## config.mk

```make
export PLATFORM = sky130hd
export DESIGN_NAME = envelope_trigger_detector
export DESIGN_NICKNAME = d
export VERILOG_FILES = /design/src/rtl/etd_pkg.sv /design/src/rtl/etd_serial_mul.sv /design/src/rtl/etd_serial_div.sv /design/src/rtl/envelope_trigger_detector.sv
export SDC_FILE = /design/constraint.sdc
export NUM_CORES = 1
export LEC_CHECK = 0
export ABC_AREA = 0
export BUFFER_PORTS_ARGS = -buffer_cell sky130_fd_sc_hd__buf_4
export CORE_UTILIZATION = 55
export DETAILED_ROUTE_END_ITERATION = 10
export PLACE_DENSITY_LB_ADDON = 0.2
export RECOVER_POWER = 25
export SYNTH_ARGS = -nofsm -noshare
export SYNTH_HDL_FRONTEND = slang
export SYNTH_HIERARCHICAL = 1
export SYNTH_SLANG_ARGS = --single-unit
```

## constraint.sdc

```tcl
create_clock -name clk_i -period 5.6 [get_ports clk_i]
set_input_delay 0.56 -clock clk_i [delete_from_list [all_inputs] [get_ports clk_i]]
set_output_delay 0.56 -clock clk_i [all_outputs]
set_load 0.02 [all_outputs]
```

## src/rtl/etd_pkg.sv

```systemverilog
// Shared constants for the envelope trigger detector.
// Holds register widths, register indexes and reset values; no dependencies.

package etd_pkg;

  localparam int REG_W               = 16;
  localparam int CFG_IDX_W           = 3;
  localparam int DEFAULT_SAMPLE_BITS = 16;

  localparam logic [CFG_IDX_W-1:0] CFG_ATTACK_GAIN  = 3'd0;
  localparam logic [CFG_IDX_W-1:0] CFG_RELEASE_GAIN = 3'd1;
  localparam logic [CFG_IDX_W-1:0] CFG_THRESH_MAX   = 3'd2;
  localparam logic [CFG_IDX_W-1:0] CFG_THRESH_ON    = 3'd3;
  localparam logic [CFG_IDX_W-1:0] CFG_THRESH_OFF   = 3'd4;

  localparam logic [REG_W-1:0] ATTACK_GAIN_RST  = 16'd64855;
  localparam logic [REG_W-1:0] RELEASE_GAIN_RST = 16'd65522;
  localparam logic [REG_W-1:0] THRESH_MAX_RST   = 16'd328;
  localparam logic [REG_W-1:0] THRESH_ON_RST    = 16'd328;
  localparam logic [REG_W-1:0] THRESH_OFF_RST   = 16'd328;

endpackage

```

## src/rtl/etd_serial_mul.sv

```systemverilog
// Bit-serial shift-and-add multiplier, one multiplier bit per cycle while step_i is high.
// Depends on etd_pkg for the multiplier width.

module etd_serial_mul import etd_pkg::*; #(
  parameter int A_W = DEFAULT_SAMPLE_BITS
) (
  input  logic                   clk_i,
  input  logic                   start_i,
  input  logic                   step_i,
  input  logic [A_W-1:0]         a_i,
  input  logic [REG_W-1:0]       b_i,
  output logic [A_W+REG_W-1:0]   prod_o
);

  logic [A_W-1:0]   a_q;
  logic [A_W-1:0]   acc_q;
  logic [REG_W-1:0] b_q;
  logic [A_W:0]     sum;

  assign sum    = {1'b0, acc_q} + (b_q[0] ? {1'b0, a_q} : '0);
  assign prod_o = {acc_q, b_q};

  always_ff @(posedge clk_i) begin
    if (start_i) begin
      a_q   <= a_i;
      acc_q <= '0;
      b_q   <= b_i;
    end else if (step_i) begin
      acc_q <= sum[A_W:1];
      b_q   <= {sum[0], b_q[REG_W-1:1]};
    end
  end

endmodule

```

## src/rtl/etd_serial_div.sv

```systemverilog
// Bit-serial restoring divider, one quotient bit per cycle while step_i is high.
// The quotient is known to fit in W bits. Depends on etd_pkg.

module etd_serial_div import etd_pkg::*; #(
  parameter int W = DEFAULT_SAMPLE_BITS
) (
  input  logic                 clk_i,
  input  logic                 start_i,
  input  logic                 step_i,
  input  logic [REG_W+W-1:0]   num_i,
  input  logic [W-1:0]         den_i,
  output logic [W-1:0]         quo_o
);

  logic [W-1:0] rem_q;
  logic [W-1:0] lq_q;
  logic [W-1:0] den_q;
  logic [W:0]   trial;
  logic         ge;

  assign trial = {rem_q, lq_q[W-1]};
  assign ge    = trial >= {1'b0, den_q};
  assign quo_o = lq_q;

  always_ff @(posedge clk_i) begin
    if (start_i) begin
      rem_q <= W'(num_i[REG_W+W-1:W]);
      lq_q  <= num_i[W-1:0];
      den_q <= den_i;
    end else if (step_i) begin
      rem_q <= ge ? W'(trial - {1'b0, den_q}) : trial[W-1:0];
      lq_q  <= {lq_q[W-2:0], ge};
    end
  end

endmodule

```

## src/rtl/envelope_trigger_detector.sv

```systemverilog
// Attack/release envelope follower with buffer peak, limiter level and trigger.
// Depends on etd_pkg, etd_serial_mul and etd_serial_div.
//
// One sample at a time is processed: a request is taken while idle, the
// products are formed, and the new envelope is evaluated; only when it is
// above thresh_max is the limiter quotient then divided out. The envelope
// gain product is formed by a bit-serial multiplier over the 16 gain bits,
// alongside the thresh_max product; the limiter quotient then comes from a
// bit-serial divider at one bit per cycle. A finished result waits in the
// output register, so a new request is taken even while the output is stalled.

module envelope_trigger_detector import etd_pkg::*; #(
  parameter int SAMPLE_BITS = DEFAULT_SAMPLE_BITS
) (
  input  logic                          clk_i,
  input  logic                          rst_ni,
  input  logic                          cfg_we_i,
  input  logic [CFG_IDX_W-1:0]          cfg_idx_i,
  input  logic [REG_W-1:0]              cfg_data_i,
  input  logic                          in_valid_i,
  output logic                          in_stall_o,
  input  logic signed [SAMPLE_BITS-1:0] sample_i,
  input  logic                          last_of_buffer_i,
  output logic                          out_valid_o,
  input  logic                          out_stall_i,
  output logic                          trig_active_o,
  output logic                          went_on_o,
  output logic                          went_off_o,
  output logic                          buffer_done_o,
  output logic [SAMPLE_BITS-1:0]        peak_level_o,
  output logic [SAMPLE_BITS-1:0]        limiter_level_o,
  output logic [SAMPLE_BITS-1:0]        envelope_level_o
);

  localparam int STEPS_MAX = (SAMPLE_BITS > REG_W) ? SAMPLE_BITS : REG_W;
  localparam int CNT_W     = $clog2(STEPS_MAX);
  localparam int CMP_W     = STEPS_MAX;
  localparam int PROD_W    = SAMPLE_BITS + REG_W;

  localparam logic [2:0] ST_IDLE = 3'd0;
  localparam logic [2:0] ST_MUL  = 3'd1;
  localparam logic [2:0] ST_EVAL = 3'd2;
  localparam logic [2:0] ST_DIV  = 3'd3;
  localparam logic [2:0] ST_DONE = 3'd4;

  logic [2:0]             state_q, state_d;
  logic [CNT_W-1:0]       cnt_q, cnt_d;

  logic [REG_W-1:0]       attack_gain_q, release_gain_q;
  logic [REG_W-1:0]       thresh_max_q, thresh_on_q, thresh_off_q;

  logic [SAMPLE_BITS-1:0] env_q, peak_q, limit_q;
  logic                   flag_q, may_on_q, may_off_q, buf_start_q;
  logic                   out_valid_q;

  logic [SAMPLE_BITS-1:0] m_q;
  logic                   last_q, attack_q, use_div_q;

  logic                   trig_q, on_q, off_q, done_q;
  logic [SAMPLE_BITS-1:0] peak_out_q, limit_out_q, env_out_q;

  logic [SAMPLE_BITS-1:0] samp_u, mag, diff, q_env, env_new, lim, peak_new, limit_new;
  logic [REG_W-1:0]       gain;
  logic                   attack, in_acc, go_div, out_free, done_fire;
  logic                   on_ev, off_ev, flag_new;
  logic [PROD_W-1:0]      env_prod, lim_prod;
  logic [SAMPLE_BITS-1:0] quo;

  assign in_acc     = in_valid_i && (state_q == ST_IDLE);
  assign in_stall_o = (state_q != ST_IDLE);

  assign samp_u = sample_i;
  assign mag    = samp_u[SAMPLE_BITS-1] ? SAMPLE_BITS'(~samp_u + 1'b1) : samp_u;
  assign attack = env_q < mag;
  assign diff   = attack ? mag - env_q : env_q - mag;
  assign gain   = attack ? attack_gain_q : release_gain_q;

  etd_serial_mul #(.A_W(SAMPLE_BITS)) u_env_mul (
    .clk_i   (clk_i),
    .start_i (in_acc),
    .step_i  (state_q == ST_MUL),
    .a_i     (diff),
    .b_i     (gain),
    .prod_o  (env_prod)
  );

  etd_serial_mul #(.A_W(SAMPLE_BITS)) u_lim_mul (
    .clk_i   (clk_i),
    .start_i (in_acc),
    .step_i  (state_q == ST_MUL),
    .a_i     (mag),
    .b_i     (thresh_max_q),
    .prod_o  (lim_prod)
  );

  assign q_env   = env_prod[PROD_W-1:REG_W];
  assign env_new = attack_q ? m_q - q_env : m_q + q_env;
  assign go_div  = CMP_W'(env_new) > CMP_W'(thresh_max_q);

  etd_serial_div #(.W(SAMPLE_BITS)) u_lim_div (
    .clk_i   (clk_i),
    .start_i ((state_q == ST_EVAL) && go_div),
    .step_i  (state_q == ST_DIV),
    .num_i   (lim_prod),
    .den_i   (env_new),
    .quo_o   (quo)
  );

  assign lim       = use_div_q ? quo : m_q;
  assign peak_new  = (m_q > peak_q) ? m_q : peak_q;
  assign limit_new = (lim > limit_q) ? lim : limit_q;
  assign on_ev     = may_on_q && (CMP_W'(env_q) > CMP_W'(thresh_on_q));
  assign off_ev    = may_off_q && (CMP_W'(env_q) < CMP_W'(thresh_off_q));
  assign flag_new  = off_ev ? 1'b0 : (on_ev | flag_q);

  assign out_free  = !out_valid_q || !out_stall_i;
  assign done_fire = (state_q == ST_DONE) && out_free;

  always_comb begin
    state_d = state_q;
    cnt_d   = cnt_q;
    case (state_q)
      ST_IDLE: begin
        if (in_valid_i) begin
          state_d = ST_MUL;
          cnt_d   = '0;
        end
      end
      ST_MUL: begin
        cnt_d = cnt_q + 1'b1;
        if (cnt_q == CNT_W'(REG_W - 1)) begin
          state_d = ST_EVAL;
          cnt_d   = '0;
        end
      end
      ST_EVAL: begin
        state_d = go_div ? ST_DIV : ST_DONE;
        cnt_d   = '0;
      end
      ST_DIV: begin
        cnt_d = cnt_q + 1'b1;
        if (cnt_q == CNT_W'(SAMPLE_BITS - 1)) begin
          state_d = ST_DONE;
          cnt_d   = '0;
        end
      end
      ST_DONE: begin
        if (out_free) begin
          state_d = ST_IDLE;
        end
      end
      default: begin
        state_d = ST_IDLE;
        cnt_d   = '0;
      end
    endcase
  end

  always_ff @(posedge clk_i or negedge rst_ni) begin
    if (!rst_ni) begin
      state_q        <= ST_IDLE;
      cnt_q          <= '0;
      attack_gain_q  <= ATTACK_GAIN_RST;
      release_gain_q <= RELEASE_GAIN_RST;
      thresh_max_q   <= THRESH_MAX_RST;
      thresh_on_q    <= THRESH_ON_RST;
      thresh_off_q   <= THRESH_OFF_RST;
      env_q          <= '0;
      peak_q         <= '0;
      limit_q        <= '0;
      flag_q         <= 1'b0;
      may_on_q       <= 1'b1;
      may_off_q      <= 1'b0;
      buf_start_q    <= 1'b1;
      out_valid_q    <= 1'b0;
    end else begin
      state_q <= state_d;
      cnt_q   <= cnt_d;
      if (cfg_we_i) begin
        case (cfg_idx_i)
          CFG_ATTACK_GAIN:  attack_gain_q  <= cfg_data_i;
          CFG_RELEASE_GAIN: release_gain_q <= cfg_data_i;
          CFG_THRESH_MAX:   thresh_max_q   <= cfg_data_i;
          CFG_THRESH_ON:    thresh_on_q    <= cfg_data_i;
          CFG_THRESH_OFF:   thresh_off_q   <= cfg_data_i;
          default: begin
          end
        endcase
      end
      if (in_acc && buf_start_q) begin
        peak_q    <= '0;
        limit_q   <= '0;
        may_on_q  <= !flag_q;
        may_off_q <= flag_q;
      end
      if (state_q == ST_EVAL) begin
        env_q <= env_new;
      end
      if (done_fire) begin
        peak_q      <= peak_new;
        limit_q     <= limit_new;
        flag_q      <= flag_new;
        buf_start_q <= last_q;
        if (on_ev) begin
          may_on_q <= 1'b0;
        end
        if (off_ev) begin
          may_off_q <= 1'b0;
        end
      end
      if (done_fire) begin
        out_valid_q <= 1'b1;
      end else if (!out_stall_i) begin
        out_valid_q <= 1'b0;
      end
    end
  end

  always_ff @(posedge clk_i) begin
    if (in_acc) begin
      m_q      <= mag;
      last_q   <= last_of_buffer_i;
      attack_q <= attack;
    end
    if (state_q == ST_EVAL) begin
      use_div_q <= go_div;
    end
    if (done_fire) begin
      trig_q      <= flag_new;
      on_q        <= on_ev;
      off_q       <= off_ev;
      done_q      <= last_q;
      peak_out_q  <= last_q ? peak_new : '0;
      limit_out_q <= last_q ? limit_new : '0;
      env_out_q   <= last_q ? env_q : '0;
    end
  end

  assign out_valid_o      = out_valid_q;
  assign trig_active_o    = trig_q;
  assign went_on_o        = on_q;
  assign went_off_o       = off_q;
  assign buffer_done_o    = done_q;
  assign peak_level_o     = peak_out_q;
  assign limiter_level_o  = limit_out_q;
  assign envelope_level_o = env_out_q;

endmodule

```

==> results.rst <==
.. list-table::
   :header-rows: 1

   * - Metric
     - Value
   * - Met1 layer usage reported by global route
     - 41.4%
   * - Root Driver
     - sky130_fd_sc_hd__clkbuf_16
   * - Cells on Worst Hold Path
     - 1
   * - Reg2reg end
     - u_lim_div/rem_q[14]$_DFFE_PP_
   * - Nature of the critical path startpoint
     - flop
   * - Pre-Repair DR Iteration Count
     - 6
   * - Setup Skew
     - 0.0276 ns
   * - Num CTS Buffers
     - 40
   * - Floorplan die height
     - 199 µm
   * - Skew-Pair Late Insertion Delay
     - 0.58 ns
   * - Part of the power in combinational logic
     - roughly half
   * - Worst setup slack before clock tree synthesis
     - 0.0940 ns
   * - Mean number of vias per cell
     - 5.89
   * - Flip-flop and latch count after synthesis
     - roughly 360
   * - Die extent in x
     - approximately 200 µm
   * - Count of boundary I/O pins
     - 95
   * - Total Routing Usage GR
     - 29.6%
   * - Critical path class
     - flop to flop
   * - Worst hold start
     - last_of_buffer_i
   * - Total internal power
     - 8.10 mW
   * - Most common cell after layout, fill and taps aside
     - sky130_fd_sc_hd__inv_1
   * - Final routed wire length divided by cell count
     - 20.9 µm
   * - Final setup fails
     - 0
   * - Antenna violation net count after detailed routing
     - 0
   * - Initial cell density of the core
     - 56.3%
   * - Number of pins exceeding their max-slew limit in the final report
     - 92
   * - Sequential share of power
     - 32.3%
   * - Critical Path RT
     - 5.91 ns
   * - Number of placed instances, taps included
     - roughly 2.6k
   * - Routability congestion estimate from global placement
     - about 0.97
   * - Net switching component of the power
     - 5.62 mW
   * - Most used flip-flop cell after synthesis
     - sky130_fd_sc_hd__edfxtp_1
   * - Routed Wire Length
     - about 57 mm
   * - Leak Pwr
     - 10.3 nW
   * - Arrival time of the worst setup path
     - 5.53 ns
   * - Post-DP HPWL
     - 42.5 mm
   * - Number of max-cap violations
     - 1
   * - Highest net fanout along the worst path
     - 30
   * - Count of non-filler cells in the finished layout
     - 2721
   * - Total number of placement rows
     - 71
   * - Die outline area
     - 39700 µm²
   * - Largest net degree at the start of global routing
     - 92
   * - Min-delay worst type
     - input port to flop
   * - Most Used Layer, Global Route
     - met2
   * - Slew margin rel.
     - -201%
   * - Netlist area before placement
     - ~21000 µm²
   * - Max VDD drop
     - 0.000329 V
   * - Element type at the critical path end
     - flop
   * - Maximum clock frequency
     - around 190 MHz
   * - Post-Layout Inst Area
     - approximately 24000 µm²
   * - Failing checks
     - max-capacitance violations, max-slew violations
   * - DRC violations left
     - 0
   * - Number of port buffers
     - 94
   * - Clock sink count
     - 355
   * - Post-route worst hold slack
     - 0.195 ns
   * - Proportion of total power due to net switching
     - 41.0%
   * - R2R depth
     - 22
   * - Per-instance average area after synthesis
     - 10.2 µm²
   * - Actual slew at the worst max-slew pin
     - approximately 4.5 ns
   * - Syn_nets
     - between 2k and 2.5k
   * - CTS tree
     - done
   * - Warnings, synthesis
     - 6
   * - Top library cells by usage in the layout, fill and taps aside
     - sky130_fd_sc_hd__inv_1, sky130_fd_sc_hd__edfxtp_1, sky130_fd_sc_hd__nand2_1
   * - Sequential area share after synthesis
     - 45.2%
   * - Async set or reset register ratio after synthesis
     - 39.4%
   * - Outcome
     - finished with violations
   * - Global route overflow
     - 0
   * - Initial antenna violation count
     - 0
   * - Hold-critical path endpoint
     - last_q$_DFFE_PP_
   * - Worst path setup slack after routing
     - 0.378 ns
   * - Worst-case register-to-register setup slack
     - 0.38 ns
   * - GR Util met2
     - a little under half
   * - Source of the critical timing path
     - u_env_mul/acc_q[3]$_SDFFE_PP0P_
   * - Number of unique standard cell types used by synthesis
     - 85
   * - Fraction of final layout cells sized beyond drive strength 1
     - 16.2%
   * - Number of hold violations in the final report
     - 0
   * - Placeable Area
     - 38000 µm²
   * - Worst R2R Start
     - u_env_mul/acc_q[3]$_SDFFE_PP0P_
   * - Post-layout minimum cycle time
     - 5.22 ns
   * - Met3 track demand over resource
     - 3.93%
   * - Part of the cycle the worst path needs
     - 93.3%
   * - Initial drt markers
     - 1347
   * - Hold buffer count at cts
     - 0
   * - Summed negative setup slack over all endpoints
     - 0 ns
   * - Clock input transition at the sequential cells of the worst setup and hold paths
     - roughly 0.060 ns
   * - Clock power frac
     - between 10% and 20%
   * - Vias post-DR
     - roughly 16k
   * - Area grow syn2layout
     - 12.0%
   * - First-pass GRT wire length
     - 88.7 mm
   * - Cell count after synthesis
     - 2094
   * - Via count of the first global-routing pass
     - 15.5k
   * - Post-detailed-placement cell area
     - 22700 µm²
   * - H-tree level count
     - 2
   * - Clk buf depth
     - 3
   * - Nets
     - 2400
   * - Number of enable-type register cells in the synthesized netlist
     - 183
   * - Power Density
     - 572 nW/µm²
[synth_stat cells (all sizes together) (6+ instances only)]
cell type / instances / share of area [%]
clkbuf: 53 / 0.93
o21ai: 144 / 3.4
nand2: 181 / 3.2
o21a: 23 / 0.81
fa: 6 / 0.56
dfxtp: 32 / 3.0
xnor2: 58 / 2.4
mux2i: 25 / 1.2
nor2: 105 / 1.9
a21o: 67 / 2.4
dfstp: 36 / 4.4
and2: 51 / 1.5
nand2b: 15 / 0.44
o31ai: 28 / 0.98
xor2: 27 / 1.1
a31oi: 8 / 0.23
a221o: 8 / 0.39
nor2b: 30 / 0.91
nand4: 30 / 0.95
mux2: 120 / 6.3
nand3b: 6 / 0.21
a211oi: 32 / 1.2
nor3: 22 / 0.51
nor3b: 12 / 0.42
o211ai: 11 / 0.39
ha: 176 / 10
nand3: 63 / 1.5
and3: 9 / 0.26
dfrtp: 104 / 12
buf: 28 / 0.79
a21oi: 124 / 3.1
or3: 7 / 0.23
edfxtp: 183 / 26
inv: 193 / 3.4
[layout make-up]
class	count	area [µm²]
clock inverter	25	246
clock buffer	49	1090
tap	511	639
sequential	355	9680
inverter	195	732
multi-input combinational	1463	10700
fill	3185	14000
antenna	1	2.50
timing repair buffer	122	930
[worst max-delay path, stage by stage (launching register included)]
cell	delay, ns
sky130_fd_sc_hd__dfxtp_1	0.36
sky130_fd_sc_hd__or3_1	0.46
sky130_fd_sc_hd__nor4_2	0.25
sky130_fd_sc_hd__and2_1	0.23
sky130_fd_sc_hd__a21oi_1	0.09
sky130_fd_sc_hd__xnor2_1	0.13
sky130_fd_sc_hd__ha_1	0.35
sky130_fd_sc_hd__a21oi_1	0.21
sky130_fd_sc_hd__a21oi_1	0.14
sky130_fd_sc_hd__nor2_1	0.13
sky130_fd_sc_hd__a21boi_2	0.23
sky130_fd_sc_hd__o221ai_1	0.13
sky130_fd_sc_hd__a21oi_1	0.19
sky130_fd_sc_hd__xnor2_1	0.14
sky130_fd_sc_hd__ha_1	0.33
sky130_fd_sc_hd__nand4_1	0.11
sky130_fd_sc_hd__or2_2	0.32
sky130_fd_sc_hd__a21oi_1	0.13
sky130_fd_sc_hd__o32a_1	0.20
sky130_fd_sc_hd__and2_4	0.24
sky130_fd_sc_hd__buf_12	0.19
sky130_fd_sc_hd__nor2_4	0.08
sky130_fd_sc_hd__a221o_1	0.32
[cells by family after synthesis]
family / share of synthesized area (%)
AND/OR/NAND/NOR: 12.8
AO/OA/AOI/OAI: 15.0
flip-flops: 45.2
buffers and inverters: 5.14
adder cells (fa/ha/maj): 10.8
multiplexers: 7.52
XOR/XNOR: 3.48
[layer usage]
metal  routed length, µm  vias up
li1                    -     7653
met1               25800     7779
met2               26200      489
met3                3250      101
met4                1760        0
met5                   0        -
[worst max-delay path by stage]
| stage | depth (start not counted) | to | slack, ns |
|---|---|---|---|
| 6_report | 22 | u_lim_div/rem_q[14]$_DFFE_PP_ | 0.38 |
| 5_1_grt | 22 | u_lim_div/rem_q[14]$_DFFE_PP_ | -0.01 |
| 4_1_cts | 22 | u_lim_div/rem_q[14]$_DFFE_PP_ | 0.06 |
| 3_5_place_dp | 22 | u_lim_div/rem_q[14]$_DFFE_PP_ | 0.09 |
| 3_3_place_gp | 22 | u_lim_div/rem_q[14]$_DFFE_PP_ | 0.26 |
| 2_1_floorplan | 22 | u_lim_div/quo_o[0]$_DFFE_PP_ | 0.05 |
[stage by stage]
step                      total power, mW  util (%)
after CTS                            13.7      63.1
after detailed placement             11.0      59.6
after floorplan                      9.08         -
final                                13.7      63.1
after global routing                 14.7      63.1
after global placement               10.8      59.6
[power by group through the flow]
stage	logic [mW]	clock network, mW	registers (mW)
final	6.63	2.65	4.43
after global routing	7.34	2.80	4.51
after detailed placement	6.49	0	4.47
after CTS	6.54	2.70	4.43
after global placement	6.34	0	4.44
after floorplan	4.93	0	4.15
[what timing repair did]
item / CTS / global route
endpoints found under the setup margin: 0 / 81
gates resized for setup: 0 / 3
buffers inserted: 0 / 1
Note: power is estimated with default switching activity, not from simulation.
